**src/hw/rtl/escape_time_fractal_iterator_top_assert.svh**
```systemverilog
// Assertion macros for the escape-time iterator.
// Uses clk and rst_n of the including module; no other dependencies.
`ifndef ESCAPE_TIME_FRACTAL_ITERATOR_TOP_ASSERT_SVH
`define ESCAPE_TIME_FRACTAL_ITERATOR_TOP_ASSERT_SVH
`ifndef NO_ASSERTIONS
`define ETFI_ASSERT_NOW(lbl, ante, cons, msg) \
    lbl: assert property (@(posedge clk) disable iff (!rst_n) (ante) |-> (cons)) \
        else $error(msg);
`define ETFI_ASSERT_NEXT(lbl, ante, cons, msg) \
    lbl: assert property (@(posedge clk) disable iff (!rst_n) (ante) |=> (cons)) \
        else $error(msg);
`else
`define ETFI_ASSERT_NOW(lbl, ante, cons, msg)
`define ETFI_ASSERT_NEXT(lbl, ante, cons, msg)
`endif
`endif

```
**src/hw/rtl/etfi_pkg.sv**
```systemverilog
// Shared types and constants for the escape-time iterator.
// No dependencies.
`timescale 1ns / 1ps
package etfi_pkg;

    localparam int ETFI_MAX_RESOLUTION = 1024;
    localparam int ETFI_MAX_ITERATIONS = 100;

    localparam int FX_W   = 48;
    localparam int HALF_W = FX_W / 2;
    localparam int PROD_W = 2 * FX_W;
    localparam int PIX_W  = 11;
    localparam int CFG_W  = 32;
    localparam int IDX_W  = 3;
    localparam int CNT_W  = 7;

    localparam logic [PROD_W-1:0] Z0_POS_LIM = (PROD_W'(1) << 39) - PROD_W'(1);
    localparam logic [PROD_W-1:0] Z0_NEG_LIM = PROD_W'(1) << 39;
    localparam logic [PROD_W-1:0] MOD_LIM    = PROD_W'(25) << 72;
    localparam logic [FX_W-1:0]   FX_POS_MAX = {1'b0, {(FX_W-1){1'b1}}};
    localparam logic [FX_W-1:0]   FX_NEG_MAX = {1'b1, {(FX_W-1){1'b0}}};

    localparam logic [IDX_W-1:0] REG_MODE  = 3'd0;
    localparam logic [IDX_W-1:0] REG_EXP   = 3'd1;
    localparam logic [IDX_W-1:0] REG_STEP  = 3'd2;
    localparam logic [IDX_W-1:0] REG_JC_RE = 3'd3;
    localparam logic [IDX_W-1:0] REG_JC_IM = 3'd4;

    typedef enum logic [3:0] {
        S_IDLE,
        S_ZX,
        S_ZY,
        S_ITER,
        S_MGO,
        S_MUL,
        S_ADD,
        S_SQGO,
        S_SQR,
        S_SQI
    } etfi_state_t;

    typedef enum logic [2:0] {
        OP_PX,
        OP_PY,
        OP_P0,
        OP_P1,
        OP_P2,
        OP_P3,
        OP_SQR,
        OP_SQI
    } etfi_op_t;

endpackage

```
**src/hw/rtl/escape_time_fractal_iterator_top.sv**
```systemverilog
// Escape-time iterator top level: sequencer and datapath around one shared multiplier.
// Depends on etfi_pkg, etfi_mul and the assertion header. Each 48x48 product is formed on the 24x24 unit.
// Order: the start point first, then up to MAX_ITERATIONS iterations, then the result strobe.
// Throughput: one transaction at a time; busy stays high until the result strobe.
// Reset clears the sequencer and loads the register defaults; done pulses for one cycle.
`timescale 1ns / 1ps
module escape_time_fractal_iterator_top
    import etfi_pkg::*;
#(
    parameter int MAX_RESOLUTION = ETFI_MAX_RESOLUTION,
    parameter int MAX_ITERATIONS = ETFI_MAX_ITERATIONS
)
(
    input  logic                    clk,
    input  logic                    rst_n,
    input  logic                    start,
    output logic                    busy,
    input  logic signed [PIX_W-1:0] pixel_x,
    input  logic signed [PIX_W-1:0] pixel_y,
    input  logic                    cfg_valid,
    output logic                    cfg_ready,
    input  logic [IDX_W-1:0]        cfg_index,
    input  logic [CFG_W-1:0]        cfg_data,
    output logic                    done,
    output logic                    escaped,
    output logic [CNT_W-1:0]        iteration_count
);

`include "escape_time_fractal_iterator_top_assert.svh"

    localparam int ITER_W = (MAX_ITERATIONS > 1) ? $clog2(MAX_ITERATIONS) : 1;
    localparam logic [CFG_W-1:0] STEP_RST =
        CFG_W'((64'd1 << 28) / (MAX_RESOLUTION / 2));
    localparam logic [ITER_W-1:0] ITER_LAST = ITER_W'(MAX_ITERATIONS - 1);

    etfi_state_t state_reg;
    etfi_state_t state_next;

    logic              mode_reg;
    logic [3:0]        exp_reg;
    logic [CFG_W-1:0]  step_reg;
    logic [CFG_W-1:0]  jcr_reg;
    logic [CFG_W-1:0]  jci_reg;

    logic [ITER_W-1:0] iter_reg;
    logic [1:0]        j_reg;
    logic [2:0]        k_reg;
    logic              done_reg;
    logic              escaped_reg;
    logic [CNT_W-1:0]  count_reg;
    logic              neg_reg;

    logic [PIX_W-1:0]  py_reg;
    logic [FX_W-1:0]   zr_reg;
    logic [FX_W-1:0]   zi_reg;
    logic [FX_W-1:0]   wr_reg;
    logic [FX_W-1:0]   wi_reg;
    logic [FX_W-1:0]   cr_reg;
    logic [FX_W-1:0]   ci_reg;
    logic [FX_W:0]     tr_reg;
    logic [FX_W-1:0]   ti_reg;
    logic [PROD_W-1:0] sq_reg;

    logic              mul_go;
    etfi_op_t          mul_op;
    logic              mul_done;
    logic [PROD_W-1:0] prod;
    logic [FX_W-1:0]   op_x;
    logic [FX_W-1:0]   op_y;
    logic              op_neg;
    logic [FX_W-1:0]   mag_x;
    logic [FX_W-1:0]   mag_y;

    logic [3:0]        e_eff;
    logic [FX_W-1:0]   fm_m;
    logic              fm_ovf;
    logic [FX_W-1:0]   fm_val;
    logic [FX_W-1:0]   z0_mag;
    logic [FX_W-1:0]   z0_val;
    logic              z0_ok;
    logic [FX_W:0]     ti_sum;
    logic              re_ok;
    logic              im_ok;
    logic [FX_W:0]     sr;
    logic [FX_W:0]     si;
    logic              add_ok;
    logic [PROD_W-1:0] sq_sum;
    logic              outside;
    logic              iter_last;
    logic [FX_W-1:0]   jcr_int;
    logic [FX_W-1:0]   jci_int;
    logic [31:0]       iter_ext;

    logic              fin;
    logic              fin_esc;
    logic              fin_zero;

    assign cfg_ready = 1'b1;

    always_ff @(posedge clk or negedge rst_n)
    begin
        if (!rst_n)
        begin
            mode_reg <= 1'b0;
            exp_reg  <= 4'd2;
            step_reg <= STEP_RST;
            jcr_reg  <= '0;
            jci_reg  <= '0;
        end
        else if (cfg_valid && cfg_ready)
        begin
            unique case (cfg_index)
                REG_MODE:  mode_reg <= cfg_data[0];
                REG_EXP:   exp_reg  <= cfg_data[3:0];
                REG_STEP:  step_reg <= cfg_data;
                REG_JC_RE: jcr_reg  <= cfg_data;
                REG_JC_IM: jci_reg  <= cfg_data;
                default:   ;
            endcase
        end
    end

    always_comb
    begin
        op_x = '0;
        op_y = '0;
        unique case (mul_op)
            OP_PX:
            begin
                op_x = {{(FX_W-PIX_W){pixel_x[PIX_W-1]}}, pixel_x};
                op_y = {{(FX_W-CFG_W){1'b0}}, step_reg};
            end
            OP_PY:
            begin
                op_x = {{(FX_W-PIX_W){py_reg[PIX_W-1]}}, py_reg};
                op_y = {{(FX_W-CFG_W){1'b0}}, step_reg};
            end
            OP_P0:
            begin
                op_x = wr_reg;
                op_y = zr_reg;
            end
            OP_P1:
            begin
                op_x = wi_reg;
                op_y = zi_reg;
            end
            OP_P2:
            begin
                op_x = wr_reg;
                op_y = zi_reg;
            end
            OP_P3:
            begin
                op_x = wi_reg;
                op_y = zr_reg;
            end
            OP_SQR:
            begin
                op_x = zr_reg;
                op_y = zr_reg;
            end
            OP_SQI:
            begin
                op_x = zi_reg;
                op_y = zi_reg;
            end
            default: ;
        endcase
    end

    assign op_neg = op_x[FX_W-1] ^ op_y[FX_W-1];
    assign mag_x  = op_x[FX_W-1] ? (~op_x + FX_W'(1)) : op_x;
    assign mag_y  = op_y[FX_W-1] ? (~op_y + FX_W'(1)) : op_y;

    etfi_mul u_mul
    (
        .clk   (clk),
        .rst_n (rst_n),
        .go    (mul_go),
        .a     (mag_x),
        .b     (mag_y),
        .done  (mul_done),
        .prod  (prod)
    );

    assign e_eff = (exp_reg == 4'd0) ? 4'd1 : ((exp_reg > 4'd8) ? 4'd8 : exp_reg);

    assign fm_m   = prod[83:36];
    assign fm_ovf = (|prod[PROD_W-1:84]) || (fm_m > (neg_reg ? FX_NEG_MAX : FX_POS_MAX));
    assign fm_val = neg_reg ? (~fm_m + FX_W'(1)) : fm_m;

    assign z0_mag = {prod[39:0], 8'b0};
    assign z0_val = neg_reg ? (~z0_mag + FX_W'(1)) : z0_mag;
    assign z0_ok  = prod <= (neg_reg ? Z0_NEG_LIM : Z0_POS_LIM);

    assign ti_sum = {ti_reg[FX_W-1], ti_reg} + {fm_val[FX_W-1], fm_val};
    assign re_ok  = tr_reg[FX_W] == tr_reg[FX_W-1];
    assign im_ok  = ti_sum[FX_W] == ti_sum[FX_W-1];

    assign sr     = {wr_reg[FX_W-1], wr_reg} + {cr_reg[FX_W-1], cr_reg};
    assign si     = {wi_reg[FX_W-1], wi_reg} + {ci_reg[FX_W-1], ci_reg};
    assign add_ok = (sr[FX_W] == sr[FX_W-1]) && (si[FX_W] == si[FX_W-1]);

    assign sq_sum  = sq_reg + prod;
    assign outside = sq_sum > MOD_LIM;

    assign iter_last = iter_reg == ITER_LAST;
    assign iter_ext  = 32'(iter_reg);

    assign jcr_int = {{(FX_W-CFG_W-8){jcr_reg[CFG_W-1]}}, jcr_reg, 8'b0};
    assign jci_int = {{(FX_W-CFG_W-8){jci_reg[CFG_W-1]}}, jci_reg, 8'b0};

    always_comb
    begin
        state_next = state_reg;
        mul_go     = 1'b0;
        mul_op     = OP_PX;
        fin        = 1'b0;
        fin_esc    = 1'b0;
        fin_zero   = 1'b0;
        unique case (state_reg)
            S_IDLE:
            begin
                if (start)
                begin
                    mul_go     = 1'b1;
                    mul_op     = OP_PX;
                    state_next = S_ZX;
                end
            end
            S_ZX:
            begin
                if (mul_done)
                begin
                    if (!z0_ok)
                    begin
                        fin      = 1'b1;
                        fin_esc  = 1'b1;
                        fin_zero = 1'b1;
                    end
                    else
                    begin
                        mul_go     = 1'b1;
                        mul_op     = OP_PY;
                        state_next = S_ZY;
                    end
                end
            end
            S_ZY:
            begin
                if (mul_done)
                begin
                    if (!z0_ok)
                    begin
                        fin      = 1'b1;
                        fin_esc  = 1'b1;
                        fin_zero = 1'b1;
                    end
                    else
                    begin
                        state_next = S_ITER;
                    end
                end
            end
            S_ITER:
            begin
                state_next = (e_eff == 4'd1) ? S_ADD : S_MGO;
            end
            S_MGO:
            begin
                mul_go     = 1'b1;
                mul_op     = OP_P0;
                state_next = S_MUL;
            end
            S_MUL:
            begin
                if (mul_done)
                begin
                    if (fm_ovf)
                    begin
                        fin     = 1'b1;
                        fin_esc = 1'b1;
                    end
                    else if (j_reg != 2'd3)
                    begin
                        mul_go = 1'b1;
                        case (j_reg)
                            2'd0:    mul_op = OP_P1;
                            2'd1:    mul_op = OP_P2;
                            default: mul_op = OP_P3;
                        endcase
                    end
                    else if (!re_ok || !im_ok)
                    begin
                        fin     = 1'b1;
                        fin_esc = 1'b1;
                    end
                    else
                    begin
                        state_next = (k_reg == 3'd1) ? S_ADD : S_MGO;
                    end
                end
            end
            S_ADD:
            begin
                if (!add_ok)
                begin
                    fin     = 1'b1;
                    fin_esc = 1'b1;
                end
                else
                begin
                    state_next = S_SQGO;
                end
            end
            S_SQGO:
            begin
                mul_go     = 1'b1;
                mul_op     = OP_SQR;
                state_next = S_SQR;
            end
            S_SQR:
            begin
                if (mul_done)
                begin
                    mul_go     = 1'b1;
                    mul_op     = OP_SQI;
                    state_next = S_SQI;
                end
            end
            S_SQI:
            begin
                if (mul_done)
                begin
                    if (outside)
                    begin
                        fin     = 1'b1;
                        fin_esc = 1'b1;
                    end
                    else if (iter_last)
                    begin
                        fin = 1'b1;
                    end
                    else
                    begin
                        state_next = S_ITER;
                    end
                end
            end
            default: state_next = S_IDLE;
        endcase
        if (fin)
        begin
            state_next = S_IDLE;
        end
    end

    always_ff @(posedge clk or negedge rst_n)
    begin
        if (!rst_n)
        begin
            state_reg <= S_IDLE;
            done_reg  <= 1'b0;
            iter_reg  <= '0;
            j_reg     <= '0;
            k_reg     <= '0;
        end
        else
        begin
            state_reg <= state_next;
            done_reg  <= fin;
            if (state_reg == S_ZY && mul_done)
            begin
                iter_reg <= '0;
            end
            if (state_reg == S_SQI && mul_done && !outside && !iter_last)
            begin
                iter_reg <= iter_reg + ITER_W'(1);
            end
            if (state_reg == S_ITER)
            begin
                k_reg <= 3'(e_eff - 4'd1);
            end
            if (state_reg == S_MGO)
            begin
                j_reg <= '0;
            end
            if (state_reg == S_MUL && mul_done && !fm_ovf)
            begin
                if (j_reg != 2'd3)
                begin
                    j_reg <= j_reg + 2'd1;
                end
                else
                begin
                    k_reg <= k_reg - 3'd1;
                end
            end
        end
    end

    always_ff @(posedge clk)
    begin
        if (mul_go)
        begin
            neg_reg <= op_neg;
        end
        if (fin)
        begin
            escaped_reg <= fin_esc;
            count_reg   <= (fin_esc && !fin_zero) ? iter_ext[CNT_W-1:0] : '0;
        end
        unique case (state_reg)
            S_IDLE:
            begin
                if (start)
                begin
                    py_reg <= pixel_y;
                end
            end
            S_ZX:
            begin
                if (mul_done)
                begin
                    zr_reg <= z0_val;
                end
            end
            S_ZY:
            begin
                if (mul_done)
                begin
                    zi_reg <= z0_val;
                    cr_reg <= mode_reg ? jcr_int : zr_reg;
                    ci_reg <= mode_reg ? jci_int : z0_val;
                end
            end
            S_ITER:
            begin
                wr_reg <= zr_reg;
                wi_reg <= zi_reg;
            end
            S_MUL:
            begin
                if (mul_done)
                begin
                    case (j_reg)
                        2'd0: tr_reg <= {fm_val[FX_W-1], fm_val};
                        2'd1: tr_reg <= tr_reg - {fm_val[FX_W-1], fm_val};
                        2'd2: ti_reg <= fm_val;
                        default:
                        begin
                            wr_reg <= tr_reg[FX_W-1:0];
                            wi_reg <= ti_sum[FX_W-1:0];
                        end
                    endcase
                end
            end
            S_ADD:
            begin
                zr_reg <= sr[FX_W-1:0];
                zi_reg <= si[FX_W-1:0];
            end
            S_SQR:
            begin
                if (mul_done)
                begin
                    sq_reg <= prod;
                end
            end
            default: ;
        endcase
    end

    assign busy            = state_reg != S_IDLE;
    assign done            = done_reg;
    assign escaped         = escaped_reg;
    assign iteration_count = count_reg;

    `ETFI_ASSERT_NEXT(a_start_busy, start && !busy, busy,
        "accepted transaction did not raise busy")
    `ETFI_ASSERT_NOW(a_done_after_work, done, $past(state_reg != S_IDLE),
        "result strobe without work in progress")
    `ETFI_ASSERT_NOW(a_mul_done_waiting, mul_done,
        state_reg == S_ZX || state_reg == S_ZY || state_reg == S_MUL ||
        state_reg == S_SQR || state_reg == S_SQI,
        "product finished while sequencer was not waiting")
    `ETFI_ASSERT_NOW(a_inside_count_zero, done && !escaped, iteration_count == '0,
        "nonzero count on a point that did not escape")

endmodule

```
**src/hw/rtl/etfi_mul.sv**
```systemverilog
// 48x48 unsigned multiplier built from one 24x24 multiplier over four passes.
// Depends on etfi_pkg; result valid in the cycle done is high.
`timescale 1ns / 1ps
module etfi_mul
    import etfi_pkg::*;
(
    input  logic              clk,
    input  logic              rst_n,
    input  logic              go,
    input  logic [FX_W-1:0]   a,
    input  logic [FX_W-1:0]   b,
    output logic              done,
    output logic [PROD_W-1:0] prod
);

    logic [FX_W-1:0]   a_reg;
    logic [FX_W-1:0]   b_reg;
    logic [1:0]        cnt_reg;
    logic [1:0]        sel_reg;
    logic              run_reg;
    logic              pv_reg;
    logic              last_reg;
    logic              done_reg;
    logic [FX_W-1:0]   pp_reg;
    logic [PROD_W-1:0] acc_reg;

    logic [HALF_W-1:0] a_part;
    logic [HALF_W-1:0] b_part;
    logic [FX_W-1:0]   pp_next;
    logic [PROD_W-1:0] sh_one;
    logic [PROD_W-1:0] sh_pp;

    assign a_part  = cnt_reg[1] ? a_reg[FX_W-1:HALF_W] : a_reg[HALF_W-1:0];
    assign b_part  = cnt_reg[0] ? b_reg[FX_W-1:HALF_W] : b_reg[HALF_W-1:0];
    assign pp_next = a_part * b_part;
    assign sh_one  = sel_reg[1] ? (PROD_W'(pp_reg) << HALF_W) : PROD_W'(pp_reg);
    assign sh_pp   = sel_reg[0] ? (sh_one << HALF_W) : sh_one;

    always_ff @(posedge clk or negedge rst_n)
    begin
        if (!rst_n)
        begin
            cnt_reg  <= '0;
            run_reg  <= 1'b0;
            pv_reg   <= 1'b0;
            last_reg <= 1'b0;
            done_reg <= 1'b0;
        end
        else if (go)
        begin
            cnt_reg  <= '0;
            run_reg  <= 1'b1;
            pv_reg   <= 1'b0;
            last_reg <= 1'b0;
            done_reg <= 1'b0;
        end
        else
        begin
            pv_reg   <= run_reg;
            last_reg <= run_reg && (cnt_reg == 2'd3);
            done_reg <= pv_reg && last_reg;
            if (run_reg)
            begin
                cnt_reg <= cnt_reg + 2'd1;
                if (cnt_reg == 2'd3)
                begin
                    run_reg <= 1'b0;
                end
            end
        end
    end

    always_ff @(posedge clk)
    begin
        if (go)
        begin
            a_reg   <= a;
            b_reg   <= b;
            acc_reg <= '0;
        end
        else
        begin
            if (run_reg)
            begin
                pp_reg  <= pp_next;
                sel_reg <= cnt_reg;
            end
            if (pv_reg)
            begin
                acc_reg <= acc_reg + sh_pp;
            end
        end
    end

    assign done = done_reg;
    assign prod = acc_reg;

endmodule
```
**config.mk**
```make
export PLATFORM = sky130hd
export DESIGN_NAME = escape_time_fractal_iterator_top
export DESIGN_NICKNAME = d
export VERILOG_FILES = /design/src/hw/rtl/etfi_pkg.sv /design/src/hw/rtl/escape_time_fractal_iterator_top.sv /design/src/hw/rtl/etfi_mul.sv
export VERILOG_INCLUDE_DIRS = /design/src /design/src/hw/rtl
export SDC_FILE = /design/constraint.sdc
export NUM_CORES = 2
export LEC_CHECK = 0
export ABC_AREA = 1
export BUFFER_PORTS_ARGS = -buffer_cell sky130_fd_sc_hd__buf_2
export CAP_MARGIN = 20
export CELL_PAD_IN_SITES_DETAIL_PLACEMENT = 1
export CELL_PAD_IN_SITES_GLOBAL_PLACEMENT = 2
export CORE_ASPECT_RATIO = 0.8
export CORE_MARGIN = 2
export CORE_UTILIZATION = 36
export CTS_BUF_LIST = sky130_fd_sc_hd__clkbuf_8
export DETAILED_ROUTE_END_ITERATION = 8
export MAX_ROUTING_LAYER = met4
export PLACE_DENSITY_LB_ADDON = 0.2
export SYNTH_ARGS = -nofsm -noshare
export SYNTH_HDL_FRONTEND = slang
export SYNTH_SLANG_ARGS = --single-unit
```
**constraint.sdc**
```tcl
create_clock -name clk -period 8.3 [get_ports clk]
set_input_delay 2.49 -clock clk [delete_from_list [all_inputs] [get_ports clk]]
set_output_delay 2.49 -clock clk [all_outputs]
set_load 0.02 [all_outputs]
```
== Word level (Yosys, flattened, before mapping) ==
Cells that the tools add are included.

* Register bits after elaboration: 867
* Logic and storage cells: 257
* Output and inout port bits: 11
* Bits of input ports: 61

* Add/subtract/negate cells: 15
* Magnitude comparators: 4
* Mux-type cells: 91
* Eq/ne operators: 49
* Bitwise gates (word level): 6
* Reduce and logical (&&, ||, !) cells: 54
* Multipliers: 1

{| class="wikitable"
|+ Operator list
! cell !! count
|-
| $mux W48 || 10
|-
| $pmux W48 S2 || 4
|-
| $pmux W48 S6 || 1
|-
| $add A48 B1 Y48 const B || 4
|-
| $add A96 B96 Y96 || 2
|-
| $not A48 Y48 || 4
|-
| $add A48 B48 Y49 || 3
|-
| $pmux W48 S3 || 1
|-
| $pmux W49 S2 || 1
|-
| $gt A96 B77 Y1 const B || 1
|-
| $le A96 B40 Y1 || 1
|-
| $mux W96 || 1
|-
| $mux W47 || 2
|-
| $mux W72 || 1
|-
| $mux W4 || 17
|-
| $sub A49 B49 Y49 || 1
|-
| $gt A48 B48 Y1 || 1
|-
| $mul A24 B24 Y48 || 1
|-
| $mux W24 || 2
|-
| $mux W40 || 1
|-
| $pmux W4 S10 || 1
|-
| $mux W1 || 28
|-
| $ne A3 B3 Y1 const B || 9
|-
| $reduce_and A2 Y1 || 11
|-
| 40 further kinds || 112
|}

== Depth between registers and ports, before layout ==
* Depth after elaboration: 14
* Gate-level depth with buffers: 44
* Mapped depth without buffers: 41

== Hierarchy ==
From an unflattened synthesis, not the netlist that was laid out.

* Cells, all modules: 12893
* Area total of the unflattened synthesis: 91041.1 um^2

{| class="wikitable"
|+ Modules (own cells, without submodules)
! module !! cells an instance !! instances !! area each (um^2)
|-
| escape_time_fractal_iterator_top || 7340 || 1 || 52202.6
|-
| etfi_mul || 5553 || 1 || 38838.5
|}

== Least setup slack after synthesis ==
No wires, ideal clock.

* Path type: reg-to-reg
* Start: register u_mul.cnt_reg[1]
* End: register u_mul.pp_reg[41], data pin
* Buffers on the path: 3
* Cell stages (with the launch flop): 32
* Path slack: 0.452 ns
* Data arrival time: 7.590 ns
* Required time: 8.042 ns
* Library setup time: 0.258 ns
* Cell sequence: dfrtp_1 > clkbuf_1 > inv_1 > clkbuf_1 > or2_2 > o21ai_1 > clkinv_1 > clkbuf_1 > nand2_1 > fa_1 > fa_1 > inv_1 > fa_1 > ha_1 > fa_1 > inv_1 > fa_1 > fa_1 > inv_1 > ha_1 > a21oi_1 > o21ai_1 > a21boi_0 > o21ai_1 > a21boi_0 > o21ai_1 > a21boi_0 > o21bai_1 > a21boi_0 > o21ai_0 > a21oi_1 > xnor2_1

* Word-level cells in the longest chain between the ends: 2

{| class="wikitable"
|+ RTL lines
! element !! RTL line !! RTL
|-
| start, declared || etfi_mul.sv:18 || <nowiki>logic [1:0] cnt_reg;</nowiki>
|-
| start signal, assigned || etfi_mul.sv:64 || <nowiki>cnt_reg <= cnt_reg + 2'd1;</nowiki>
|-
| $mux W24 || etfi_mul.sv:33 || <nowiki>assign a_part = cnt_reg[1] ? a_reg[FX_W-1:HALF_W] : a_reg[HALF_W-1:0];</nowiki>
|-
| $mul A24 B24 Y48 || etfi_mul.sv:35 || <nowiki>assign pp_next = a_part * b_part;</nowiki>
|-
| named net u_mul.pp_next[41] || etfi_mul.sv:29 || <nowiki>logic [FX_W-1:0] pp_next;</nowiki>
|-
| end signal, assigned || etfi_mul.sv:85 || <nowiki>pp_reg <= pp_next;</nowiki>
|-
| end, declared || etfi_mul.sv:24 || <nowiki>logic [FX_W-1:0] pp_reg;</nowiki>
|}

The timed path passes the listed nets, and every way through them passes these cells.
A chain may end at the register's enable or synchronous reset.

== Worst setup path in the final report ==
* Start: register u_mul.cnt_reg[0]
* End: register u_mul.pp_reg[47], data pin

* Word-level cells in the longest chain between the ends: 2

{| class="wikitable"
|+ RTL lines
! element !! RTL line !! RTL
|-
| $mux W24 || etfi_mul.sv:34 || <nowiki>assign b_part = cnt_reg[0] ? b_reg[FX_W-1:HALF_W] : b_reg[HALF_W-1:0];</nowiki>
|-
| $mul A24 B24 Y48 || etfi_mul.sv:35 ||
|-
| named net u_mul.pp_next[47] || etfi_mul.sv:29 ||
|}

The timed path passes the listed nets, and every way through them passes these cells.

==> summary.txt <==
Clocking
  • Htree depth: 4
  • TritonCTS Buffers: 174
  • Clk pin slew, worst setup/hold paths: 0.07 ns
  • Clk sink count: 859
  • CTS tree: built
  • Root Driver: clkbuf_8
  • Longest Clk Path Bufs: 4
  • Worst-Skew Late Latency: 1.00 ns

Die
  • Die ar.: 0.242 mm^2
  • Core area: 0.237 mm^2
  • DIE HEIGHT: between 400 and 500 um
  • Rows: 160
  • Initial core utilization: 36.1%
  • I/O Pins: 72
  • Die X-Extent: 550 um

Yosys
  • Post-Syn Instances: 11.6k
  • Netlist cell types: 70
  • Async SR Flop Fraction: ~14%
  • Syn avg cell area: ~7.4 um^2
  • Post-synth EDFFs: 639
  • Yosys top cell area share: between 20% and 30%
  • Synth Flop Type: edfxtp_1
  • Sequential share of the synthesized area: 28.2%
  • YS warnings: 0
  • Synthesized flop and latch total: 859
  • Mapped Nets: approximately 13k
  • Post-synth top area cell: edfxtp_1
  • Synth area leaders: edfxtp_1 (22%), fa_1 (11%), nand2_1 (11%)
  • Post-synthesis cell area: 0.0857 mm^2

Placement
  • Placed cells: ~15k
  • Post-DP HPWL: about 380,000 um
  • PortBufs: 70
  • GPL Wtd Cong: 1.01

Timing
  • Max Clk Rate: 124 MHz
  • Slew Limit Fails: 0
  • Final Hold Fails: 0
  • Clock skew: 0.113 ns
  • Fin crit share: 97.2%
  • Worst-Margin Slew: between 1 and 1.5 ns
  • Rel. slew slack: 11.2%
  • Post-route minimum period: 8.07 ns
  • Final setup TNS: 0 ns
  • Final setup fails: 0

Finish
  • Syn-to-layout area delta: 10.7%
  • Layout cell share with drive strength beyond 1: under 10%
  • Non-Filler Instances: 15.2k
  • Nets: between 10k and 15k

Routing
  • Antenna Violating Nets Remaining: 0
  • DR pass1 iterations: 5
  • Vias per cell: 5.66
  • # DRC: 0
  • DRT Wirelength: 448,000 um
  • First DRT Iteration DRCs: just under 10k
  • Total number of vias: 85.8k
  • WL/cell: 29.6 um

GRT
  • First-pass GRT wire length: roughly 630,000 um
  • Total gr overflow: 0
  • Antenna violations before repair: 55
  • Pin count of the biggest net entering global routing: 144
  • Vias in the first global route: 84.6k
  • All-Layer GR Usage: 37.5%

Setup path
  • Reg-to-reg endpoint: u_mul.pp_reg[47]$_DFFE_PP_
  • Reg2reg setup slack: about 0.23 ns
  • Setup CP Type: register to register
  • RR Startpoint: u_mul.cnt_reg[0]$_DFFE_PN0P_
  • Worst setup SP type: register
  • Worst setup path start: u_mul.cnt_reg[0]$_DFFE_PN0P_
  • WP data arrival: 8.73 ns
  • FF-to-FF path depth: 25
  • Critical path endpoint: u_mul.pp_reg[47]$_DFFE_PP_
  • Crit end category: register
  • Worst-path fanout max: 15
  • Required @ worst endpoint: 8.96 ns

Run
  • Max Cap Violations: 0

Min path
  • HP Class: register to register
  • Hold depth: 2

Run status
  • Status: finished, final reports clean
==> worst max-delay path, cell delays in order, from the launching register on <==
cell and delay [ns]:
dfrtp_2 0.45, buf_4 0.18, o21ai_0 0.90, inv_2 0.37, buf_4 0.33, nand2_1 0.11
fa_1 0.42, inv_1 0.15, fa_1 0.46, fa_1 0.56, fa_1 0.43, fa_1 0.46
fa_1 0.49, inv_1 0.05, fa_1 0.53, inv_1 0.04, ha_1 0.37, a21oi_1 0.26
nor2_1 0.08, nor2_1 0.23, o21a_1 0.17, o21ai_0 0.08, a21boi_0 0.18, o21ai_1 0.13
a31oi_1 0.20, xor2_1 0.11
==> layout make-up <==
class | count | area, um^2
Tap cell | 3159 | 3950
Timing Repair Buffer | 387 | 2840
Clock inverter | 110 | 541
Inverter | 1812 | 6820
Clock buffer | 200 | 2750
Multi-Input combinational cell | 8587 | 53700
Sequential cell | 859 | 24200
Antenna cell | 41 | 103
Fill cell | 29400 | 142000
==> synthesized netlist by cell type (all sizes together), types with 25 or more instances <==
cell type / instances
nand2: 2611
inv: 1789
nor2: 1405
o21ai: 912
a21oi: 811
ha: 648
edfxtp: 639
fa: 488
nand3: 476
xor2: 265
clkbuf: 238
xnor2: 153
nand4: 131
dfrtp: 122
a31oi: 115
or2: 106
nor3: 97
dfxtp: 96
buf: 64
o21a: 63
nor4: 37
o21bai: 30
a21o: 28
a21boi: 25
o22ai: 25
==> cell usage in the layout (no fill, tap or decap), types with 20 or more instances in the layout <==
cell type     n
nand2_1    2585
inv_1      1821
nor2_1     1361
o21ai_0     847
a21oi_1     810
ha_1        648
edfxtp_1    639
fa_1        488
nand3_1     462
buf_4       297
xor2_1      265
clkbuf_8    200
xnor2_1     153
nand4_1     128
dfrtp_1     119
a31oi_1     115
or2_2       105
dfxtp_1      96
nor3_1       85
buf_2        70
o21a_1       63
o21ai_1      49
diode_2      41
clkinv_1     39
nor4_1       37
nor2_2       33
inv_2        28
a21o_1       28
o21bai_1     28
o211ai_1     24
o22ai_1      24
a21boi_0     22
mux2i_1      22
nand2_2      20
==> per-layer routing <==
metal  vias up  track usage (%)  wire length, um
met5         -                -                0
met4         0             9.69            12500
met3       448             7.24            40900
met2      3517             51.0           179000
met1     43600             55.9           216000
li1      38200                -                -
==> metrics by stage <==
step                      cell area [um^2]  util [%]  hold WS [ns]  setup slack [ns]
after floorplan                      85700         -         0.448             0.452
after global placement               91200      38.4         0.466            -0.206
after detailed placement             91200      38.5         0.474            0.0131
after CTS                            94600      39.9         0.488            0.0305
after global routing                 94900      40.0         0.508           -0.0268
final                                94900      40.0         0.486             0.229
==> timing repair <==
item                                    CTS  global route
hold buffers                              0             0
gates resized for setup                   3            49
endpoints found under the hold margin     0             0
pin swaps                                 0             2
endpoints found under the setup margin    2            36
cloned                                    0             0
setup buffers                             2            16
==> cell families (layout without fill, tap and decap cells) <==
group	Yosys count	count (layout)	share of synthesized area [%]
muxes	24	24	0.280
xor gates and xnor gates	418	418	4.27
AOI/OAI and AO/OA	2112	2112	13.4
and+or+nand+nor	4896	4896	23.6
DFF	859	859	28.2
other	1	42	0.00437
buffers and inverters	2114	2509	9.42
adders and majority gates	1136	1136	20.8
==> worst min-delay path by stage <==
stage               slack [ns]                      from                  endpoint
floorplan                 0.45    exp_reg[0]$_DFFE_PN0P_    exp_reg[0]$_DFFE_PN0P_
global placement          0.47   step_reg[7]$_DFFE_PN0P_   step_reg[7]$_DFFE_PN0P_
detailed placement        0.47   jcr_reg[16]$_DFFE_PN0P_   jcr_reg[16]$_DFFE_PN0P_
CTS                       0.49   jcr_reg[29]$_DFFE_PN0P_   jcr_reg[29]$_DFFE_PN0P_
global route              0.51  step_reg[21]$_DFFE_PN0P_  step_reg[21]$_DFFE_PN0P_
finish                    0.49   jcr_reg[16]$_DFFE_PN0P_   jcr_reg[16]$_DFFE_PN0P_
Power is not shown: default switching activity piles up to over one toggle a cycle in this logic, so the estimate is an artifact.
